==> src/design/wtk_pkg.sv <==
`timescale 1ns / 1ps
// Shared types and constants for the windowed top-K selector.
// No dependencies; used by wtk_cell and windowed_top_k_select.
package wtk_pkg;

  localparam int unsigned TopKDefault = 10;
  localparam int unsigned IpWidth     = 32;
  localparam int unsigned CountWidth  = 32;
  localparam int unsigned KeyWidth    = 2 * IpWidth;
  localparam int unsigned WindowWidth = 16;

  // Per-cycle command broadcast to every cell of the chain
  typedef struct packed {
    logic ins;    // store not full: insert after all entries with count <= new count
    logic evict;  // store full, new count beats the lowest: drop lowest, then insert
    logic shift;  // flush: every cell takes its upper neighbor
  } cell_cmd_t;

  // What one cell shows its neighbors
  typedef struct packed {
    logic                  valid;
    logic                  le;     // held count <= incoming count
    logic [KeyWidth-1:0]   key;    // src in high half, dst in low half
    logic [CountWidth-1:0] cnt;
  } cell_link_t;

endpackage

==> src/design/wtk_cell.sv <==
`timescale 1ns / 1ps
// One entry of the sorted chain: key, count and valid flag.
// Depends on wtk_pkg for the command and link types.
module wtk_cell (
  input  logic                            clk_i,
  input  logic                            rst_ni,
  input  wtk_pkg::cell_cmd_t              cmd_i,
  input  logic [wtk_pkg::KeyWidth-1:0]    new_key_i,
  input  logic [wtk_pkg::CountWidth-1:0]  new_cnt_i,
  input  wtk_pkg::cell_link_t             lo_i,
  input  wtk_pkg::cell_link_t             hi_i,
  output wtk_pkg::cell_link_t             link_o
);

  logic                           valid_q, valid_d;
  logic [wtk_pkg::KeyWidth-1:0]   key_q, key_d;
  logic [wtk_pkg::CountWidth-1:0] cnt_q, cnt_d;
  logic                           le;

  assign le = valid_q && (cnt_q <= new_cnt_i);

  // Next entry: hold, load the new record, or take a neighbor
  always_comb begin
    valid_d = valid_q;
    key_d   = key_q;
    cnt_d   = cnt_q;
    if (cmd_i.shift) begin
      valid_d = hi_i.valid;
      key_d   = hi_i.key;
      cnt_d   = hi_i.cnt;
    end else if (cmd_i.ins) begin
      valid_d = valid_q | lo_i.valid;
      if (!le) begin
        if (lo_i.le) begin
          key_d = new_key_i;
          cnt_d = new_cnt_i;
        end else begin
          key_d = lo_i.key;
          cnt_d = lo_i.cnt;
        end
      end
    end else if (cmd_i.evict) begin
      // store is full here, so valid stays set
      if (hi_i.le) begin
        key_d = hi_i.key;
        cnt_d = hi_i.cnt;
      end else if (le) begin
        key_d = new_key_i;
        cnt_d = new_cnt_i;
      end
    end
  end

  always_ff @(posedge clk_i or negedge rst_ni) begin
    if (!rst_ni) begin
      valid_q <= 1'b0;
    end else begin
      valid_q <= valid_d;
    end
  end

  // Payload needs no reset
  always_ff @(posedge clk_i) begin
    key_q <= key_d;
    cnt_q <= cnt_d;
  end

  assign link_o.valid = valid_q;
  assign link_o.le    = le;
  assign link_o.key   = key_q;
  assign link_o.cnt   = cnt_q;

endmodule

==> src/design/windowed_top_k_select.sv <==
`timescale 1ns / 1ps
// Windowed top-K selector: one item accepted per cycle in both modes unless the input
// is stalled; the chain of TOP_K cells inserts a record in the cycle it is accepted.
// A window-last item in top-K mode starts a flush that emits one held entry per cycle
// while the output is not stalled (input stalled meanwhile). Pass-through results
// appear in the cycle after acceptance. Reset (async, active low) empties the store
// and sets select_top to 1. Depends on wtk_pkg and wtk_cell.
module windowed_top_k_select #(
  parameter int unsigned TOP_K = wtk_pkg::TopKDefault
) (
  input  logic                            clk_i,
  input  logic                            rst_ni,
  // record input
  input  logic                            in_valid_i,
  output logic                            in_stall_o,
  input  logic [wtk_pkg::IpWidth-1:0]     src_ip_i,
  input  logic [wtk_pkg::IpWidth-1:0]     dst_ip_i,
  input  logic [wtk_pkg::CountWidth-1:0]  count_i,
  input  logic [wtk_pkg::WindowWidth-1:0] window_id_i,
  input  logic                            window_last_i,
  // result output
  output logic                            out_valid_o,
  input  logic                            out_stall_i,
  output logic [wtk_pkg::IpWidth-1:0]     out_src_ip_o,
  output logic [wtk_pkg::IpWidth-1:0]     out_dst_ip_o,
  output logic [wtk_pkg::CountWidth-1:0]  out_count_o,
  output logic [wtk_pkg::WindowWidth-1:0] out_window_o,
  output logic                            out_last_o,
  // configuration
  input  logic                            cfg_valid_i,
  output logic                            cfg_ready_o,
  input  logic                            cfg_select_top_i
);

  wtk_pkg::cell_link_t links [TOP_K+1];
  wtk_pkg::cell_link_t lo_links [TOP_K];
  wtk_pkg::cell_cmd_t  cmd;

  logic                              sel_q;
  logic                              flush_q, flush_d;
  logic [wtk_pkg::WindowWidth-1:0]   win_q;
  logic                              acc, pass, emit, out_free, full, beats_low;
  logic [wtk_pkg::KeyWidth-1:0]      new_key;

  logic                              out_valid_q, out_valid_d;
  logic [wtk_pkg::IpWidth-1:0]       out_src_q, out_dst_q;
  logic [wtk_pkg::CountWidth-1:0]    out_cnt_q;
  logic [wtk_pkg::WindowWidth-1:0]   out_win_q;
  logic                              out_last_q;

  // Handshakes
  assign out_free   = !out_valid_q || !out_stall_i;
  assign in_stall_o = flush_q || (!sel_q && !out_free);
  assign acc        = in_valid_i && !in_stall_o;
  assign pass       = acc && !sel_q;
  assign emit       = flush_q && out_free;
  assign cfg_ready_o = !flush_q;

  // Chain commands
  assign new_key   = {src_ip_i, dst_ip_i};
  assign full      = links[TOP_K-1].valid;
  assign beats_low = links[0].cnt < count_i;
  assign cmd.ins   = acc && sel_q && !full;
  assign cmd.evict = acc && sel_q && full && beats_low;
  assign cmd.shift = emit;

  // Boundaries: below cell 0 acts as a valid entry <= everything, above the top is empty
  assign links[TOP_K] = '0;

  for (genvar g = 0; g < TOP_K; g++) begin : g_cell
    if (g == 0) begin : g_bottom
      assign lo_links[g] = '{valid: 1'b1, le: 1'b1, key: '0, cnt: '0};
    end else begin : g_inner
      assign lo_links[g] = links[g-1];
    end
    wtk_cell u_cell (
      .clk_i     (clk_i),
      .rst_ni    (rst_ni),
      .cmd_i     (cmd),
      .new_key_i (new_key),
      .new_cnt_i (count_i),
      .lo_i      (lo_links[g]),
      .hi_i      (links[g+1]),
      .link_o    (links[g])
    );
  end

  // Flush control
  always_comb begin
    flush_d = flush_q;
    if (acc && sel_q && window_last_i) begin
      flush_d = 1'b1;
    end else if (emit && !links[1].valid) begin
      flush_d = 1'b0;
    end
  end

  always_ff @(posedge clk_i or negedge rst_ni) begin
    if (!rst_ni) begin
      sel_q   <= 1'b1;
      flush_q <= 1'b0;
    end else begin
      flush_q <= flush_d;
      if (cfg_valid_i && cfg_ready_o) begin
        sel_q <= cfg_select_top_i;
      end
    end
  end

  always_ff @(posedge clk_i) begin
    if (acc && window_last_i) begin
      win_q <= window_id_i;
    end
  end

  // Output register
  always_comb begin
    out_valid_d = out_valid_q;
    if (pass || emit) begin
      out_valid_d = 1'b1;
    end else if (out_free) begin
      out_valid_d = 1'b0;
    end
  end

  always_ff @(posedge clk_i or negedge rst_ni) begin
    if (!rst_ni) begin
      out_valid_q <= 1'b0;
    end else begin
      out_valid_q <= out_valid_d;
    end
  end

  always_ff @(posedge clk_i) begin
    if (pass) begin
      out_src_q  <= src_ip_i;
      out_dst_q  <= dst_ip_i;
      out_cnt_q  <= count_i;
      out_win_q  <= window_id_i;
      out_last_q <= window_last_i;
    end else if (emit) begin
      out_src_q  <= links[0].key[wtk_pkg::KeyWidth-1:wtk_pkg::IpWidth];
      out_dst_q  <= links[0].key[wtk_pkg::IpWidth-1:0];
      out_cnt_q  <= links[0].cnt;
      out_win_q  <= win_q;
      out_last_q <= !links[1].valid;
    end
  end

  assign out_valid_o  = out_valid_q;
  assign out_src_ip_o = out_src_q;
  assign out_dst_ip_o = out_dst_q;
  assign out_count_o  = out_cnt_q;
  assign out_window_o = out_win_q;
  assign out_last_o   = out_last_q;

  // Checks
  a_flush_nonempty: assert property (@(posedge clk_i) disable iff (!rst_ni)
    flush_q |-> links[0].valid)
    else $error("flush with empty store");

  a_last_starts_flush: assert property (@(posedge clk_i) disable iff (!rst_ni)
    (acc && sel_q && window_last_i) |=> flush_q)
    else $error("window-last item did not start a flush");

  a_final_ends_flush: assert property (@(posedge clk_i) disable iff (!rst_ni)
    (emit && !links[1].valid) |=> (!flush_q && !links[0].valid))
    else $error("store not emptied after final emit");

  a_no_accept_in_flush: assert property (@(posedge clk_i) disable iff (!rst_ni)
    flush_q |-> !acc)
    else $error("item accepted during flush");

endmodule

==> config.mk <==
export PLATFORM = sky130hd
export DESIGN_NAME = windowed_top_k_select
export DESIGN_NICKNAME = d
export VERILOG_FILES = /design/src/design/wtk_pkg.sv /design/src/design/wtk_cell.sv /design/src/design/windowed_top_k_select.sv
export SDC_FILE = /design/constraint.sdc
export NUM_CORES = 2
export LEC_CHECK = 0
export ABC_AREA = 0
export ABC_CLOCK_PERIOD_IN_PS = 89500
export BUFFER_PORTS_ARGS = -buffer_cell sky130_fd_sc_hd__buf_2
export CAP_MARGIN = 10
export CORE_ASPECT_RATIO = 0.6
export CORE_MARGIN = 1.5
export CORE_UTILIZATION = 55
export CTS_BUF_LIST = sky130_fd_sc_hd__clkbuf_4 sky130_fd_sc_hd__clkbuf_8 sky130_fd_sc_hd__clkbuf_16
export CTS_CLUSTER_SIZE = 25
export DETAILED_ROUTE_END_ITERATION = 6
export PLACE_DENSITY_LB_ADDON = 0.08
export REMOVE_ABC_BUFFERS = 1
export SYNTH_ARGS = -nofsm -noshare
export SYNTH_HDL_FRONTEND = slang
export SYNTH_SLANG_ARGS = --single-unit
==> constraint.sdc <==
create_clock -name clk_i -period 89.5 [get_ports clk_i]
set_input_delay 0 -clock clk_i [delete_from_list [all_inputs] [get_ports clk_i]]
set_output_delay 0 -clock clk_i [all_outputs]
set_load 0.01 [all_outputs]
**After elaboration in Yosys (flattened, before gate mapping)**

Cells that the tools add are included.

- Flip-flop bits (word level): 1102
- Latch bits: 0
- Memory bits (writable): 0
- Memory bits (read-only): 0
- Bits of input ports: 119
- Output and inout bits: 116
- Memories: 0

- Add/subtract/negate cells: 0
- Multiply operators: 0
- Divide/modulo/power cells: 0
- Order comparisons: 11
- Eq/ne operators: 1
- Shift-type cells: 0
- Multiplexer cells: 132
- Bitwise gates (word level): 9
- Reduce and logical (&&, ||, !) cells: 42

Operator list:

| kind | count |
|---|---|
| two-way mux 64 bit | 49 |
| two-way mux 32 bit | 55 |
| <= comparator 32 bit | 10 |
| less-than comparator 32 bit | 1 |
| two-way mux 16 bit | 2 |
| two-way mux 1 bit | 26 |
| logical AND 1 bit | 22 |
| nonzero test 2 bit | 6 |
| OR 1 bit | 9 |
| zero test 1 bit | 8 |
| AND reduction 2 bit | 2 |
| logical OR 1 bit | 3 |
| inequality test 3 bit (second input constant) | 1 |
| nonzero test 3 bit | 1 |

**Logic depth before layout (Yosys ltp)**

- Word-level depth: 13
- Depth in mapped cells: 15
- Mapped depth without buffers: 10

**Modules after synthesis**

From an unflattened synthesis, not the netlist that was laid out.

- Cells, all modules: 4862
- Area, all modules: 58828.9 um2

By module, submodules not included:

| module | instances | cells each | area an instance (um2) | sequential area each (um2) |
|---|---|---|---|---|
| wtk_cell (g_cell[4].u_cell ...) | 6 | 447 | 5266.3 | 2907.8 |
| wtk_cell (g_cell[0].u_cell ...) | 4 | 448 | 5257.5 | 2907.8 |
| windowed_top_k_select | 1 | 388 | 6200.9 | 3950.0 |

**Least setup slack after synthesis**

OpenSTA, ideal clock, no wires.

- Kind: input-to-reg
- Start: input count_i[14] (netlist bit)
- End: register g_cell[0].u_cell.cnt_q[0] (netlist bit), enable pin
- Setup time: 0.698 ns
- Arrival time: 28.094 ns
- Slack: 60.709 ns
- Cell stages on the path: 10
- Buffers on the path: 1
- Cells stage by stage: clkbuf_1 > inv_1 > ha_1 > a21oi_1 > nand2_1 > a221o_1 > o31a_1 > nor4_1 > nand2b_1 > a21boi_0

- Word-level cells in the longest chain between the ends: 4
- Elaborated cells on any way between the ends: 7

RTL lines:

| what | RTL line | RTL |
|---|---|---|
| start: declaration | windowed_top_k_select.sv:18 | `input logic [wtk_pkg::CountWidth-1:0] count_i,` |
| <= comparator 32 bit / less-than comparator 32 bit (equally long branches) | wtk_cell.sv:20, windowed_top_k_select.sv:62 |  |
| logical AND 1 bit (on tied branches) | wtk_cell.sv:20, windowed_top_k_select.sv:64 |  |
| inequality test 3 bit (no line) / nonzero test 3 bit (equally long branches) | - |  |
| AND reduction 2 bit (no line) (*) | - |  |
| end signal: assignment | wtk_cell.sv:65 | `cnt_q <= cnt_d;` |
| end: declaration | wtk_cell.sv:17 | `logic [wtk_pkg::CountWidth-1:0] cnt_q, cnt_d;` |

Mark *: on every way between the ends. The rest lies on a longest branch, timed or not.
A chain may end at the register's enable or synchronous reset.

**Worst setup path in the final report**

- Start: register g_cell[0].u_cell.cnt_q[14] (netlist bit)
- End: register g_cell[3].u_cell.key_q[42] (netlist bit), enable pin

- Word-level cells in the longest chain between the ends: 3

RTL lines:

| what | RTL line | RTL |
|---|---|---|
| less-than comparator 32 bit | windowed_top_k_select.sv:62 | `assign beats_low = links[0].cnt < count_i;` |
| logical AND 1 bit | windowed_top_k_select.sv:64 | `assign cmd.evict = acc && sel_q && full && beats_low;` |
| nonzero test 3 bit (no line) | - |  |
| end signal: assignment | wtk_cell.sv:64 | `key_q <= key_d;` |
| end: declaration | wtk_cell.sv:16 | `logic [wtk_pkg::KeyWidth-1:0] key_q, key_d;` |

No other way between the ends.

==> run_results.csv <==
group,metric,value,unit
setup_path,r2r-start,"g_cell[0].u_cell.cnt_q[14]",
routing,drt_first_pass_iters,7,
routing,vias_per_cell,7.22,
setup_path,r2r_cells,11,
die,start_util,0.556,
global_routing,overflow,0,
setup_path,cp_max_fo,146,
status,outcome,"complete, but fails checks",
setup_path,reg2reg_slack,82.44,ns
global_routing,grt_max_degree,215,
yosys,ys_seq_elements,1102,
global_routing,grt_pass1_vias,57500,
global_routing,grt_util_met1,0.600,
finish,syn_to_final_growth,9.63,%
sta,min_period,7.06,ns
yosys,synth-main-ff-cell,"edfxtp_1",
flow_run,drv_cap,0,
status,violations,"design-rule violations",
placed_design,port-buffer-count,234,
clocking,cts.clk_slew.worst_paths,0.07,ns
sta,max_freq,142,MHz
global_routing,met2_usage,0.518,
die,row_count,102,
yosys,ys_warn_count,0,
setup_path,cp.depth,11,
clocking,post-cts-setup-buffers,0,
setup_path,crit_path_frequent_cell,"buf_4",
yosys,synth-edff-count,993,
power_and_ir_drop,ir_drop,0.0000623,V
yosys,yosysUniqueCellTypes,56,
sta,period_share,0.0789,
setup_path,slowest_delay,0.90,ns
clocking,clk_latency,0.75,ns
yosys,synthCells,6914,
finish,fillers,10500,
hold_path,min_to,"sel_q",
finish,drive_gt1_frac,0.179,
sta,setup_viol,0,
yosys,ys_seq_area_frac,0.446,
setup_path,path_class,"reg2reg",
sta,whs,0.0825,ns
sta,clock_skew,0.0224,ns
finish,fin_nets,7257,
clocking,htreeDepth,3,
die,die_area,0.133,mm²
hold_path,hold_start,"cfg_valid_i",
global_routing,grt_pass1_wl,389000,µm
setup_path,startpoint,"g_cell[0].u_cell.cnt_q[14]",
sta,hold_viol,0,
setup_path,path_delay_family,"buffers and inverters",
setup_path,cp-start-kind,"flop",
clocking,cts_sinks,1102,
sta,setup_tns,0,ns
sta,rsz0062_at_grt,"no",
global_routing,grt_use_met3,0.0928,
routing,ant_nets,0,
sta,tightestPinTransition,1.34,ns
routing,vias,62300,
routing,wl,264000,µm
clocking,cts_tree,"built",
yosys,netlist_area,0.0718,mm²
setup_path,worst_setup_path_end_kind,"flop",
die,io_pins,235,
global_routing,antenna_found_initial,5,
setup_path,path_buf_inv,4,
global_routing,top_usage_layer,"met1",
setup_path,slowest_stage,"buf_4",
setup_path,crit_required,89.86,ns
routing,drt_iter0_drc,9704,
global_routing,grt_usage,0.383,
die,dieHeight,283,µm
yosys,avgSynthCellArea,10.4,µm²
die,die_w,470,µm
clocking,cts_buffer_depth,3,
placed_design,dp_hpwl,151000,µm
finish,regArea,0.0321,mm²
hold_path,hp-class,"in2reg",
placed_design,routabilityCongestion,0.985,
clocking,root_buffer,"clkbuf_16",
sta,relSlewSlack,0.107,
setup_path,critPathArrivalTime,7.42,ns
finish,multi_input_area,0.0372,mm²
setup_path,regToRegEndpoint,"g_cell[3].u_cell.key_q[42]",
setup_path,crit_chain,"ha_1, a21oi_1, nand2_1, a221o_1, o31a_1, nor4_1, nand2b_4, buf_4, buf_12, buf_4, buf_4",
yosys,async_flop_share,0.0118,
sta,slew_viol_final,0,
clocking,cts_buffers,110,
power_and_ir_drop,p_leak,28.2,nW
hold_path,hold_path_depth,3,
die,core_area,0.129,mm²
routing,drc,15,
routing,wl_per_cell,30.6,µm
power_and_ir_drop,power_density,45.2,mW/mm²
[cells in the final DEF, fill, tap and decap left out, types with 136 or more instances in the layout]
cell,synthesis,final
edfxtp_1,993,993
o21ai_0,1036,1036
nand2_1,602,600
nor2_1,357,349
mux2i_1,382,381
ha_1,320,320
a21oi_1,333,331
a22oi_1,460,458
dlygate4sd3_1,0,136
a221o_1,198,198
buf_2,111,235
mux2_2,664,664
[per-layer routing]
layer	vias to the layer above	wire, µm
met1	30400	115000
li1	27000	-
met5	-	23
met3	475	36500
met4	4	6870
met2	4464	105000
[repair_timing]
action | in CTS | in global routing
gates resized for setup | 0 | 0
endpoints found under the hold margin | 1095 | 0
hold buffers | 136 | 0
[where the power goes]
group | switching (mW) | internal, mW
clock network | 0.219 | 0.270
logic | 1.16 | 0.657
registers | 0.229 | 1.03
[worst min-delay path, delay by kind of cell]
family | cells | cell delay (ns)
AOI/OAI and AO/OA | 1 | 0.15
buffers and inverters | 2 | 0.64
[logic make-up after synthesis]
group / synth area share
mux: 0.157
buf+inv: 0.0404
fa+ha+maj: 0.0557
compound gates: 0.234
flops: 0.446
simple gates: 0.0657
[sequential cells by signal (all words and copies together), names as in the netlist]
| name | count |
|---|---|
| g_cell.u_cell.valid_q | 10 |
| out_dst_ip_o | 32 |
| out_window_o | 16 |
| sel_q | 1 |
| out_last_o | 1 |
| out_valid_o | 1 |
| out_count_o | 32 |
| g_cell.u_cell.key_q | 640 |
| g_cell.u_cell.cnt_q | 320 |
| flush_q | 1 |
| out_src_ip_o | 32 |
| win_q | 16 |
[synthesized netlist by cell type (96+ instances only)]
cell type | n | area (µm²)
nor2_1 | 357 | 1340
a22oi_1 | 460 | 3450
o221ai_1 | 96 | 841
buf_2 | 111 | 556
a21o_1 | 110 | 826
mux2i_1 | 382 | 3820
dfxtp_1 | 96 | 1920
o21ai_0 | 1036 | 5180
nand2_1 | 602 | 2260
mux2_2 | 664 | 7480
edfxtp_1 | 993 | 29800
clkbuf_1 | 545 | 2050
ha_1 | 320 | 4000
a222oi_1 | 121 | 1210
a21oi_1 | 333 | 1670
a221o_1 | 198 | 1980
[worst max-delay path by stage]
stage | slack [ns] | endpoint
6_report | 82.44 | g_cell[3].u_cell.key_q[42]
5_1_grt | 82.04 | g_cell[6].u_cell.key_q[49]
2_1_floorplan | 1.17 | g_cell[0].u_cell.cnt_q[0]
3_5_place_dp | 82.41 | g_cell[1].u_cell.key_q[10]
4_1_cts | 82.49 | g_cell[3].u_cell.key_q[10]
3_3_place_gp | 82.50 | g_cell[1].u_cell.key_q[52]
[final cells by class]
cell class,instances,share of cell area
antenna,1,0.0000318
clock buffer,142,0.0388
clock inverter,63,0.00763
inverter,48,0.00229
multi-input combinational,5077,0.472
sequential,1102,0.407
tap,1716,0.0273
timing repair buffer,479,0.0445
[stage by stage]
step | utilization | std cells | total power, mW | setup slack (ns) | cell area, µm²
finish | 0.609 | 8628 | 3.56 | 82.44 | 78800
floorplan | - | 6227 | 2.68 | 1.17 | 69100
detailed placement | 0.570 | 8284 | 3.00 | 82.41 | 73700
global route | 0.609 | 8628 | 3.73 | 82.04 | 78800
CTS | 0.609 | 8625 | 3.49 | 82.49 | 78700
global placement | 0.570 | 8284 | 2.96 | 82.50 | 73700
(Power assumes the default switching activity.)
